### config.mk
export PLATFORM = sky130hd
export DESIGN_NAME = x86_instruction_length_decoder_core
export DESIGN_NICKNAME = d
export VERILOG_FILES = /design/src/ild_pkg.sv /design/src/ild_step.sv /design/src/ild_out_reg.sv /design/src/x86_instruction_length_decoder_core.sv
export SDC_FILE = /design/constraint.sdc
export NUM_CORES = 1
export LEC_CHECK = 0
export BUFFER_PORTS_ARGS = -buffer_cell sky130_fd_sc_hd__buf_2
export CORE_MARGIN = 8
export CORE_UTILIZATION = 40
export CTS_CLUSTER_SIZE = 25
export DETAILED_ROUTE_END_ITERATION = 8
export GPL_TIMING_DRIVEN = 1
export PLACE_DENSITY = 0.53
export SYNTH_ARGS = -nofsm -noshare
export SYNTH_HDL_FRONTEND = slang
export SYNTH_HIERARCHICAL = 1
export SYNTH_SLANG_ARGS = --single-unit
### constraint.sdc
create_clock -name clk -period 5.6 [get_ports clk]
set_clock_uncertainty 0.2 [all_clocks]
set_input_delay 0.84 -clock clk [delete_from_list [all_inputs] [get_ports clk]]
set_output_delay 0.84 -clock clk [all_outputs]
set_load 0.01 [all_outputs]
### src/ild_pkg.sv
`timescale 1ns / 1ps
`default_nettype none

package ild_pkg;

  // Saturation point of the byte count.
  localparam int unsigned LENGTH_LIMIT = 63;
  localparam int unsigned CNT_W        = $clog2(LENGTH_LIMIT + 1);
  localparam int unsigned LEN_W        = 6;
  localparam int unsigned IN_W         = 8;
  localparam int unsigned OUT_W        = 16;

  localparam logic [7:0] PFX_OPSIZE  = 8'h66;
  localparam logic [7:0] ESC_0F      = 8'h0F;
  localparam logic [7:0] FPU_ESC     = 8'hD8;
  localparam logic [7:0] FPU_ESC_MSK = 8'hF8;
  localparam logic [7:0] NO_MODRM    = 8'hFF;

  typedef enum logic [2:0] {
    PH_PREFIX    = 3'd0,
    PH_AFTER_ESC = 3'd1,
    PH_OPCODE    = 3'd2,
    PH_MODRM     = 3'd3,
    PH_SIB       = 3'd4,
    PH_DISP      = 3'd5,
    PH_IMM       = 3'd6
  } ild_phase_t;

  typedef struct packed {
    ild_phase_t       phase;
    logic [CNT_W-1:0] cnt;
    logic             short_op;
    logic             two_byte;
    logic             fpu;
    logic [7:0]       opcode;
    logic [3:0]       disp_left;
    logic [2:0]       imm_left;
  } ild_state_t;

  typedef struct packed {
    logic             fpu_escape;
    logic             escape_0f;
    logic [7:0]       opcode_value;
    logic [LEN_W-1:0] instr_length;
  } ild_result_t;

  localparam ild_state_t STATE_RST = '{
    phase:     PH_PREFIX,
    cnt:       '0,
    short_op:  1'b0,
    two_byte:  1'b0,
    fpu:       1'b0,
    opcode:    8'h00,
    disp_left: 4'd0,
    imm_left:  3'd0
  };

  function automatic logic [CNT_W-1:0] cnt_inc(input logic [CNT_W-1:0] c);
    return (c < CNT_W'(LENGTH_LIMIT)) ? c + CNT_W'(1) : c;
  endfunction

  // Low six bits of the count, zero-extended when the count is narrower.
  function automatic logic [LEN_W-1:0] len_of(input logic [CNT_W-1:0] c);
    logic [CNT_W+LEN_W-1:0] wide;
    wide = {{LEN_W{1'b0}}, c};
    return wide[LEN_W-1:0];
  endfunction

  function automatic logic is_prefix(input logic [7:0] b);
    return b == 8'hF0 || b == 8'hF2 || b == 8'hF3 || b == 8'h66 ||
           b == 8'h67 || b == 8'h2E || b == 8'h3E || b == 8'h26 ||
           b == 8'h36 || b == 8'h64 || b == 8'h65;
  endfunction

  function automatic logic one_byte_has_modrm(input logic [7:0] op);
    return (op & 8'hC4) == 8'h00 ||
           ((op & 8'hF4) == 8'h60 &&
            ((op & 8'h0A) == 8'h02 || (op & 8'h09) == 8'h09)) ||
           (op & 8'hF0) == 8'h80 ||
           ((op & 8'hF8) == 8'hC0 && (op & 8'h0E) != 8'h02) ||
           (op & 8'hFC) == 8'hD0 ||
           (op & 8'hF6) == 8'hF6;
  endfunction

  function automatic logic two_byte_lacks_modrm(input logic [7:0] op);
    return ((op & 8'hF0) == 8'h00 && (op & 8'h0F) >= 8'h04 &&
            (op & 8'h0D) != 8'h0D) ||
           (op & 8'hF0) == 8'h30 ||
           op == 8'h77 ||
           (op & 8'hF0) == 8'h80 ||
           ((op & 8'hF0) == 8'hA0 && (op & 8'h07) <= 8'h02) ||
           (op & 8'hF8) == 8'hC8;
  endfunction

  function automatic logic [2:0] imm_size(input logic [7:0] op, input logic [7:0] m,
                                          input logic short_op, input logic two_byte,
                                          input logic fpu);
    logic [2:0] osz;
    logic       reg0;
    osz  = short_op ? 3'd2 : 3'd4;
    reg0 = (m & 8'h30) == 8'h00;
    if (fpu) return 3'd0;
    if (!two_byte) begin
      if ((op & 8'hC7) == 8'h04 || (op & 8'hFE) == 8'h6A ||
          (op & 8'hF0) == 8'h70 || op == 8'h80 || op == 8'h83 ||
          (op & 8'hFD) == 8'hA0 || op == 8'hA8 || op == 8'hB0 ||
          (op & 8'hFE) == 8'hC0 || op == 8'hC6 || op == 8'hCD ||
          (op & 8'hFE) == 8'hD4 || (op & 8'hF8) == 8'hE0 ||
          op == 8'hEB || (op == 8'hF6 && reg0))
        return 3'd1;
      if ((op & 8'hF7) == 8'hC2) return 3'd2;
      if ((op & 8'hFC) == 8'h80 || (op & 8'hC7) == 8'h05 ||
          (op & 8'hFE) == 8'hE8 || (op & 8'hFE) == 8'h68 ||
          (op & 8'hFC) == 8'hA0 || (op & 8'hEE) == 8'hA8 ||
          op == 8'hC7 || (op == 8'hF7 && reg0))
        return osz;
      return 3'd0;
    end
    if (op == 8'hBA || op == 8'h0F || (op & 8'hFC) == 8'h70 ||
        (op & 8'hF7) == 8'hA4 || op == 8'hC2 || op == 8'hC4 ||
        op == 8'hC5 || op == 8'hC6)
      return 3'd1;
    if ((op & 8'hF0) == 8'h80) return osz;
    return 3'd0;
  endfunction

  // Displacement bytes implied by a ModR/M byte (SIB base adds later).
  function automatic logic [3:0] disp_size(input logic [7:0] m);
    logic [3:0] d;
    d = 4'd0;
    if ((m & 8'hC5) == 8'h05) d = d + 4'd4;
    if (m[7:6] == 2'b01)      d = d + 4'd1;
    if (m[7:6] == 2'b10)      d = d + 4'd4;
    return d;
  endfunction

endpackage

`default_nettype wire

### src/ild_step.sv
`timescale 1ns / 1ps
`default_nettype none

module ild_step
  import ild_pkg::*;
(
  input  ild_state_t  st,
  input  logic [7:0]  code_byte,
  output ild_state_t  st_next,
  output logic        res_valid,
  output ild_result_t res
);

  always_comb begin
    logic       take;
    logic       settle;
    logic       advance;
    logic [7:0] m_sel;
    logic [7:0] op_sel;
    logic [3:0] p_disp;
    logic [2:0] p_imm;
    logic [3:0] d;
    logic [2:0] imm;

    take      = 1'b0;
    settle    = 1'b0;
    advance   = 1'b0;
    m_sel     = NO_MODRM;
    op_sel    = st.opcode;
    p_disp    = st.disp_left;
    p_imm     = st.imm_left;
    d         = 4'd0;
    imm       = 3'd0;
    st_next   = st;
    res_valid = 1'b0;
    res       = '0;

    unique case (st.phase)
      PH_PREFIX: begin
        if (is_prefix(code_byte)) begin
          if (code_byte == PFX_OPSIZE) st_next.short_op = 1'b1;
          st_next.cnt = cnt_inc(st.cnt);
        end else if ((code_byte & FPU_ESC_MSK) == FPU_ESC) begin
          st_next.fpu   = 1'b1;
          st_next.cnt   = cnt_inc(st.cnt);
          st_next.phase = PH_AFTER_ESC;
        end else if (code_byte == ESC_0F) begin
          st_next.two_byte = 1'b1;
          st_next.cnt      = cnt_inc(st.cnt);
          st_next.phase    = PH_OPCODE;
        end else begin
          take = 1'b1;
        end
      end
      PH_AFTER_ESC: begin
        if (code_byte == ESC_0F) begin
          st_next.two_byte = 1'b1;
          st_next.cnt      = cnt_inc(st.cnt);
          st_next.phase    = PH_OPCODE;
        end else begin
          take = 1'b1;
        end
      end
      PH_OPCODE: take = 1'b1;
      PH_MODRM: begin
        st_next.cnt = cnt_inc(st.cnt);
        m_sel       = code_byte;
        settle      = 1'b1;
      end
      PH_SIB: begin
        st_next.cnt = cnt_inc(st.cnt);
        if (code_byte[2:0] == 3'd5) p_disp = st.disp_left + 4'd4;
        advance = 1'b1;
      end
      PH_DISP: begin
        st_next.cnt = cnt_inc(st.cnt);
        if (st.disp_left != 4'd0) p_disp = st.disp_left - 4'd1;
        advance = 1'b1;
      end
      PH_IMM: begin
        st_next.cnt = cnt_inc(st.cnt);
        if (st.imm_left != 3'd0) p_imm = st.imm_left - 3'd1;
        advance = 1'b1;
      end
      default: st_next = STATE_RST;
    endcase

    // Opcode byte: under an FPU escape it doubles as ModR/M unless mod is 3.
    if (take) begin
      st_next.opcode = code_byte;
      st_next.cnt    = cnt_inc(st.cnt);
      op_sel         = code_byte;
      if (st.fpu) begin
        if (code_byte[7:6] != 2'b11) m_sel = code_byte;
        settle = 1'b1;
      end else if (st.two_byte ? !two_byte_lacks_modrm(code_byte)
                               : one_byte_has_modrm(code_byte)) begin
        st_next.phase = PH_MODRM;
      end else begin
        settle = 1'b1;
      end
    end

    if (settle) begin
      d   = disp_size(m_sel);
      imm = imm_size(op_sel, m_sel, st.short_op, st.two_byte, st.fpu);
      st_next.disp_left = d;
      st_next.imm_left  = imm;
      if (m_sel[2:0] == 3'd4 && m_sel[7:6] != 2'b11) begin
        st_next.phase = PH_SIB;
      end else begin
        p_disp  = d;
        p_imm   = imm;
        advance = 1'b1;
      end
    end

    if (advance) begin
      st_next.disp_left = p_disp;
      st_next.imm_left  = p_imm;
      if (p_disp != 4'd0) begin
        st_next.phase = PH_DISP;
      end else if (p_imm != 3'd0) begin
        st_next.phase = PH_IMM;
      end else begin
        res_valid        = 1'b1;
        res.instr_length = len_of(st_next.cnt);
        res.opcode_value = st_next.opcode;
        res.escape_0f    = st.two_byte;
        res.fpu_escape   = st.fpu;
        st_next          = STATE_RST;
      end
    end
  end

endmodule

`default_nettype wire

### src/ild_out_reg.sv
`timescale 1ns / 1ps
`default_nettype none

module ild_out_reg
  import ild_pkg::*;
(
  input  logic        clk,
  input  logic        rst,
  input  logic        load,
  input  ild_result_t res,
  input  logic        take,
  output logic        valid,
  output ild_result_t res_q
);

  always_ff @(posedge clk) begin
    if (rst) begin
      valid <= 1'b0;
    end else if (load) begin
      valid <= 1'b1;
    end else if (take) begin
      valid <= 1'b0;
    end
  end

  always_ff @(posedge clk) begin
    if (load) begin
      res_q <= res;
    end
  end

endmodule

`default_nettype wire

### src/x86_instruction_length_decoder_core.sv
`timescale 1ns / 1ps
`default_nettype none

// Channel | Dir | Width | Contents
// s_axis  | in  | 8     | code_byte, one byte of the code stream per transfer
// m_axis  | out | 16    | instr_length, opcode_value, escape_0f, fpu_escape
//
// One code byte per cycle while s_axis_tready is high; each byte is
// folded into the decode state in the same cycle it is taken, so the
// decode state register is the only loop; results are registered.
// rst returns the decoder to the prefix phase and empties the output.
// While a result waits on m_axis, s_axis_tready drops; it rises again in
// the cycle the result is taken, so no cycle is lost when m_axis_tready
// stays high.

module x86_instruction_length_decoder_core
  import ild_pkg::*;
(
  input  logic             clk,
  input  logic             rst,
  input  logic             s_axis_tvalid,
  output logic             s_axis_tready,
  input  logic [IN_W-1:0]  s_axis_tdata,   // [7:0] code_byte
  output logic             m_axis_tvalid,
  input  logic             m_axis_tready,
  output logic [OUT_W-1:0] m_axis_tdata    // [5:0] instr_length, [13:6] opcode_value,
                                           // [14] escape_0f, [15] fpu_escape
);

  ild_state_t  st;
  ild_state_t  st_next;
  ild_result_t step_res;
  ild_result_t res_q;
  logic        step_valid;
  logic        accept;

  // Take a byte whenever the result slot is empty or being drained.
  assign s_axis_tready = !m_axis_tvalid || m_axis_tready;
  assign accept        = s_axis_tvalid && s_axis_tready;

  ild_step u_step (
    .st        (st),
    .code_byte (s_axis_tdata),
    .st_next   (st_next),
    .res_valid (step_valid),
    .res       (step_res)
  );

  // Advance the decode state only on an accepted transfer; hold otherwise.
  always_ff @(posedge clk) begin
    if (rst) begin
      st <= STATE_RST;
    end else if (accept) begin
      st <= st_next;
    end
  end

  ild_out_reg u_out (
    .clk   (clk),
    .rst   (rst),
    .load  (accept && step_valid),
    .res   (step_res),
    .take  (m_axis_tready),
    .valid (m_axis_tvalid),
    .res_q (res_q)
  );

  assign m_axis_tdata = res_q;

endmodule

`default_nettype wire

Word level (Yosys, flattened, before mapping). Index checks and enable logic that the tools add are counted. Widths: inputs -> output; s select.

Logic and storage cells: 290. Register bits after elaboration: 44. Input bits: 12.

Equality and inequality tests: 72. Bitwise gates (word level): 1. Reduce and logical (&&, ||, !) cells: 78. Mux-type cells: 117. Add/subtract/negate cells: 6. $lt $le $gt $ge: 3.

Operators with widths (number): $eq 8x8->1 const B (17); $mux 3 (35); $logic_or 1x1->1 (50); $mux 1 (50); $mux 24 (2); $mux 8 (6); $eq 7x7->1 const B (6); $eq 8x7->1 const B (5); $eq 8x6->1 const B (4); $mux 4 (8); $eq 6x6->1 const B (5); $mux 27 (1); $mux 9 (3); $logic_not 8->1 (3); $pmux 6 s4 (1); $eq 5x5->1 const B (4); $eq 8x4->1 const B (2); $eq 3x3->1 const B (5); $mux 15 (1); $eq 7x6->1 const B (2); $eq 4x4->1 const B (3); $mux 6 (2); $eq 5x3->1 const B (2); $logic_and 1x1->1 (10); 37 further kinds (50).

Logic depth before layout (Yosys ltp).
Word-level depth: 60. Gate-level depth with buffers: 18.

Hierarchy. Netlist, hierarchy kept.

Modules (own cells, without submodules): ild_step (instances 1, cells an instance 391, area each 2438.6 um2, sequential area each 0.0 um2); x86_instruction_length_decoder_core (instances 1, cells an instance 125, area each 1270.0 um2, sequential area each 540.5 um2); ild_out_reg (instances 1, cells an instance 20, area each 519.2 um2, sequential area each 500.5 um2).

Worst setup path before layout. Ideal clock, no wire load.

Path kind: input-to-reg. Start: input s_axis_tdata[4]. End: register, netlist name u_out/res_q[0]. Required time: 5025 ps. Path buffers: 3. Stages: 15. Arrival: 3943 ps. Setup slack: 1083 ps. Cells stage by stage: clkbuf_1 -> nor2_1 -> nand4_2 -> a22oi_2 -> nand2_1 -> clkbuf_1 -> a21oi_1 -> nor2_1 -> ha_1 -> nor2_1 -> o21ai_0 -> mux2i_1 -> buf_2 -> and2_1 -> and3_1.

Longest elaborated chain between the ends: 56.

RTL lines: start, declared (RTL line x86_instruction_length_decoder_core.sv:23) `input logic [IN_W-1:0] s_axis_tdata,`; $eq 8x8->1 (RTL line ild_pkg.sv:70) `return b == 8'hF0 || b == 8'hF2 || b == 8'hF3 || b == 8'h66 ||`; $logic_or 1x1->1 (4 in series) (RTL line ild_pkg.sv:70); $logic_or 1x1->1 (4 in series) (RTL line ild_pkg.sv:71) `b == 8'h67 || b == 8'h2E || b == 8'h3E || b == 8'h26 ||`; $logic_or 1x1->1 (2 in series) (RTL line ild_pkg.sv:72) `b == 8'h36 || b == 8'h64 || b == 8'h65;`; $mux 1 (RTL line ild_step.sv:40) `if (is_prefix(code_byte)) begin`; $pmux 1 s3 (RTL line ild_step.sv:38) `unique case (st.phase)`; $mux 8 (RTL line ild_step.sv:89) `if (take) begin`; $eq 7x6->1 or $eq 5x3->1 (tied branches) (RTL line ild_pkg.sv:104) `if ((op & 8'hC7) == 8'h04 || (op & 8'hFE) == 8'h6A ||`; [... 34 more ...]; $mux 3 (RTL line ild_step.sv:109) `if (m_sel[2:0] == 3'd4 && m_sel[7:6] != 2'b11) begin`; $mux 3 (RTL line ild_step.sv:104) `if (settle) begin`; $reduce_bool 3->1 (RTL line ild_step.sv:123) `end else if (p_imm != 3'd0) begin`; $mux 1 (RTL line ild_step.sv:123); $mux 1 (RTL line ild_step.sv:121) `if (p_disp != 4'd0) begin`; $mux 1 * (RTL line ild_step.sv:118) `if (advance) begin`; net step_valid (RTL line x86_instruction_length_decoder_core.sv:34) `logic step_valid;`; $logic_and 1x1->1 * (RTL line x86_instruction_length_decoder_core.sv:61) `.load (accept && step_valid),`.

Mark *: on every way through the listed nets, which the timed path passes. The rest lies on a longest branch. The select of a mux whose other input is x is not followed. A chain may end at the register's enable or synchronous reset.

Worst setup path in the final report.
Start: input s_axis_tdata[2]. End: register, netlist name u_out/res_q[13].

Longest elaborated chain between the ends: 56.

RTL lines (RTL line): $eq 8x8->1 (ild_pkg.sv:70); $logic_or 1x1->1 (4 in series) (ild_pkg.sv:70); $logic_or 1x1->1 (4 in series) (ild_pkg.sv:71); $logic_or 1x1->1 (2 in series) (ild_pkg.sv:72); $mux 1 (ild_step.sv:40); $pmux 1 s3 (ild_step.sv:38); $mux 8 (ild_step.sv:89); $eq 7x6->1 or $eq 5x3->1 (tied branches) (ild_pkg.sv:104); [... 34 more ...]; $mux 3 (ild_step.sv:109); $mux 3 (ild_step.sv:104); $reduce_bool 3->1 (ild_step.sv:123); $mux 1 (ild_step.sv:123); $mux 1 (ild_step.sv:121); $mux 1 * (ild_step.sv:118); net step_valid (x86_instruction_length_decoder_core.sv:34); $logic_and 1x1->1 * (x86_instruction_length_decoder_core.sv:61).

Marks and branches as above.

==> impl_metrics.env <==
export IMPL_via_count_of_the_first_global_routing_pass=3786
export IMPL_gp_congestion=0.878
export IMPL_timing_final_crit_share_pct=79.1
export IMPL_post_synth_inst_count=536
export IMPL_finalNetCount=542
export IMPL_netlist_area_um2=4230
export IMPL_worst_setup_path_start_kind="input port"
export IMPL_ctsHtreeMaxLevel=2
export IMPL_cts_repair_resize_count=0
export IMPL_numPortBuffers=29
export IMPL_worst_setup_path_startpoint="s_axis_tdata[2]"
export IMPL_place_detailed_hpwl_um=8310
export IMPL_worst_ep_required_time_ps=5330
export IMPL_post_layout_min_period_ps=4430
export IMPL_clk_root_buffer_cell="sky130_fd_sc_hd__clkbuf_8"
export IMPL_postCtsSetupRepairBufs=0
export IMPL_initial_core_util_pct=41.1
export IMPL_crit_fanout=18
export IMPL_timing_critical_path_arrival_ps=4160
export IMPL_areaGrowthSynthToFinish_pct=5.12
export IMPL_post_route_drc_count=0
export IMPL_rsz0062_at_grt="false"
export IMPL_synth_ff_type="sky130_fd_sc_hd__dfxtp_1"
export IMPL_global_route_usage_total_pct=16.7
export IMPL_number_of_antenna_violations_at_the_first_check_in_global_routing=0
export IMPL_detail_route_wirelength_um=12100
export IMPL_diodes=0
export IMPL_drtPass1Iterations=4
export IMPL_clock_path_buffers=2
export IMPL_multi_input_area_um2=2870
export IMPL_postSynth_asyncResetShare_pct=0
export IMPL_grt_pass1_wl_um=19700
export IMPL_fp_dieH_um=119
export IMPL_endpoint_kind="register"
export IMPL_crit_reg2reg_launch="st[25]$_SDFFE_PP0P_"
export IMPL_synth_sequential_area_ratio_pct=24.6
export IMPL_min_from="st[23]$_SDFFE_PP0P_"
export IMPL_yosys_warn_count=6
export IMPL_cell_pwr_density_nw_per_um2=483
export IMPL_clock_input_transition_at_the_sequential_cells_of_the_worst_setup_and_hold_paths_ps=90
export IMPL_worst_ir_drop_vdd_uv=192
export IMPL_cts_made_buffers=5
export IMPL_overflow=0
export IMPL_post_route_cells_drive_above_1_share_pct=16.0
export IMPL_regArea_um2=1040
export IMPL_max_cap_viol_count=0
export IMPL_cts_sinks=44
export IMPL_ioPinCount=30
export IMPL_wl_per_cell_um=18.3
export IMPL_syn_nets=554
export IMPL_yosys_cell_types_count=74
export IMPL_drv_slew=0
export IMPL_setup_tns_ps=0
export IMPL_status="finished, final reports clean"
export IMPL_layout_cells_most_common="sky130_fd_sc_hd__nand2b_1"
export IMPL_avgSynthCellArea_um2=7.89
export IMPL_fp_dieW_um=119
export IMPL_synth_ff_latch_count=44
export IMPL_maximum_clock_frequency_mhz=226
export IMPL_critical_path_class="input port to register"
export IMPL_synth_edff_count=16
export IMPL_ctsHoldBuffers=0
export IMPL_number_of_vias_after_detailed_routing=4111
export IMPL_max_slew_margin_rel_pct=49.6
export IMPL_die_area_um2=14100
export IMPL_hold_violations=0
export IMPL_tritoncts="yes"
export IMPL_tightest_pin_transition_ps=755
export IMPL_vias_per_cell=6.22
export IMPL_fill_cells=1086
export IMPL_floorplan_core_area_um2=10300
export IMPL_grt_max_degree=56
export IMPL_clock_latency_on_the_worst_skew_pair_ps=300
export IMPL_mostFrequentLayoutCells="44 x sky130_fd_sc_hd__nand2b_1, 39 x sky130_fd_sc_hd__nor2_1, 34 x sky130_fd_sc_hd__nand2_1, 31 x sky130_fd_sc_hd__nand4b_1, 29 x sky130_fd_sc_hd__buf_2"
export IMPL_std_cell_rows=37
export IMPL_static_leakage_power_nw=1.61
export IMPL_worst_hold_slack_ps=298
export IMPL_worst_hold_path_type="register to register"
export IMPL_number_of_drc_markers_after_the_initial_detailed_route_iteration=268
export IMPL_setup_violations_final=0
export IMPL_route_antenna_remaining_nets=0
==> flip-flops by register name, summed over array words and instances, names as in the netlist <==
register	flops
u_out/res_q	16
u_out/valid	1
st	27
==> synth_stat cells, types with 4 or more instances <==
cell type / instances / area share [%]
sky130_fd_sc_hd__a2111oi_0: 4 / 0.83
sky130_fd_sc_hd__a21oi_1: 28 / 3.3
sky130_fd_sc_hd__a31oi_1: 11 / 1.6
sky130_fd_sc_hd__a32oi_1: 4 / 0.83
sky130_fd_sc_hd__and2_1: 11 / 1.6
sky130_fd_sc_hd__and3_1: 15 / 2.2
sky130_fd_sc_hd__and3b_1: 6 / 1.2
sky130_fd_sc_hd__buf_2: 17 / 2.0
sky130_fd_sc_hd__buf_6: 5 / 1.3
sky130_fd_sc_hd__clkbuf_1: 27 / 2.4
sky130_fd_sc_hd__dfxtp_1: 28 / 13
sky130_fd_sc_hd__edfxtp_1: 16 / 11
sky130_fd_sc_hd__ha_1: 6 / 1.8
sky130_fd_sc_hd__inv_1: 18 / 1.6
sky130_fd_sc_hd__mux2i_1: 5 / 1.2
sky130_fd_sc_hd__nand2_1: 34 / 3.0
sky130_fd_sc_hd__nand2b_1: 44 / 6.5
sky130_fd_sc_hd__nand3_1: 15 / 1.8
sky130_fd_sc_hd__nand3b_1: 5 / 0.89
sky130_fd_sc_hd__nand4b_1: 31 / 6.4
sky130_fd_sc_hd__nor2_1: 39 / 3.5
sky130_fd_sc_hd__nor2b_1: 7 / 1.0
sky130_fd_sc_hd__nor3_1: 20 / 2.4
sky130_fd_sc_hd__nor3b_2: 6 / 1.8
sky130_fd_sc_hd__o211a_1: 8 / 1.9
sky130_fd_sc_hd__o211ai_1: 4 / 0.71
sky130_fd_sc_hd__o21ai_0: 22 / 2.6
sky130_fd_sc_hd__o21ai_2: 20 / 4.1
sky130_fd_sc_hd__o22ai_1: 6 / 0.89
==> critical path: stages <==
cell and delay [ps]:
sky130_fd_sc_hd__buf_2 270, sky130_fd_sc_hd__nor3b_2 360, sky130_fd_sc_hd__nand4_2 200, sky130_fd_sc_hd__a22oi_2 240, sky130_fd_sc_hd__nand2_1 340, sky130_fd_sc_hd__a21oi_1 320
sky130_fd_sc_hd__nor2_1 80, sky130_fd_sc_hd__ha_1 310, sky130_fd_sc_hd__nor2_1 100, sky130_fd_sc_hd__o21ai_0 110, sky130_fd_sc_hd__mux2i_2 200, sky130_fd_sc_hd__and2_1 150
sky130_fd_sc_hd__and3_1 640
==> cell type report <==
type	count	share of cell area [%]
inverter	18	1.52
multi-input combinational	423	64.5
tap	136	3.83
clock inverter	2	1.35
clock buffer	6	1.63
sequential	44	23.4
timing repair buffer	32	3.77
==> layer usage <==
layer  GRT usage [%]  vias up  share of wire (%)  routed length, um
li1                -     1980                  -                  -
met1            23.0     1977                 48               5810
met2            26.0      136                 45               5460
met3            2.79       18                5.0                611
met4            5.22        0                1.8                214
met5               0        -                  0                  0
==> stage by stage <==
stage	setup slack (ps)	cell area, um^2	cells	util, %	total power [mW]
6_report	1170	4440	661	43.2	2.15
5_1_grt	819	4440	661	43.2	2.31
4_1_cts	1200	4440	661	43.2	2.15
3_5_place_dp	882	4310	653	42.0	1.84
3_3_place_gp	913	4310	653	42.0	1.84
2_1_floorplan	1080	4230	536	-	1.57
==> final timing paths <==
check / endpoint / slack [ps] / depth (start not counted)
max: u_out/res_q[13]$_DFFE_PP_ / 1170 / 13
min: st[23]$_SDFFE_PP0P_ / 300 / 2
max reg2reg: u_out/res_q[13]$_DFFE_PP_ / 1360 / 10
min reg2reg: st[23]$_SDFFE_PP0P_ / 300 / 2
==> kinds of logic after synthesis <==
kind of cell | after synthesis | share of synthesized area, %
compound gates | 151 | 26.6
flops | 44 | 24.6
fa+ha+maj | 7 | 2.01
xor+xnor | 2 | 0.414
mux | 7 | 1.81
simple gates | 256 | 36.9
buf+inv | 69 | 7.69
==> where the power goes <==
group          switching [mW]  leakage [nW]  internal (mW)
combinational           0.781          1.17          0.451
clock                   0.125        0.0654          0.179
sequential              0.136         0.380          0.477
Power figures use the tool's default switching activity.
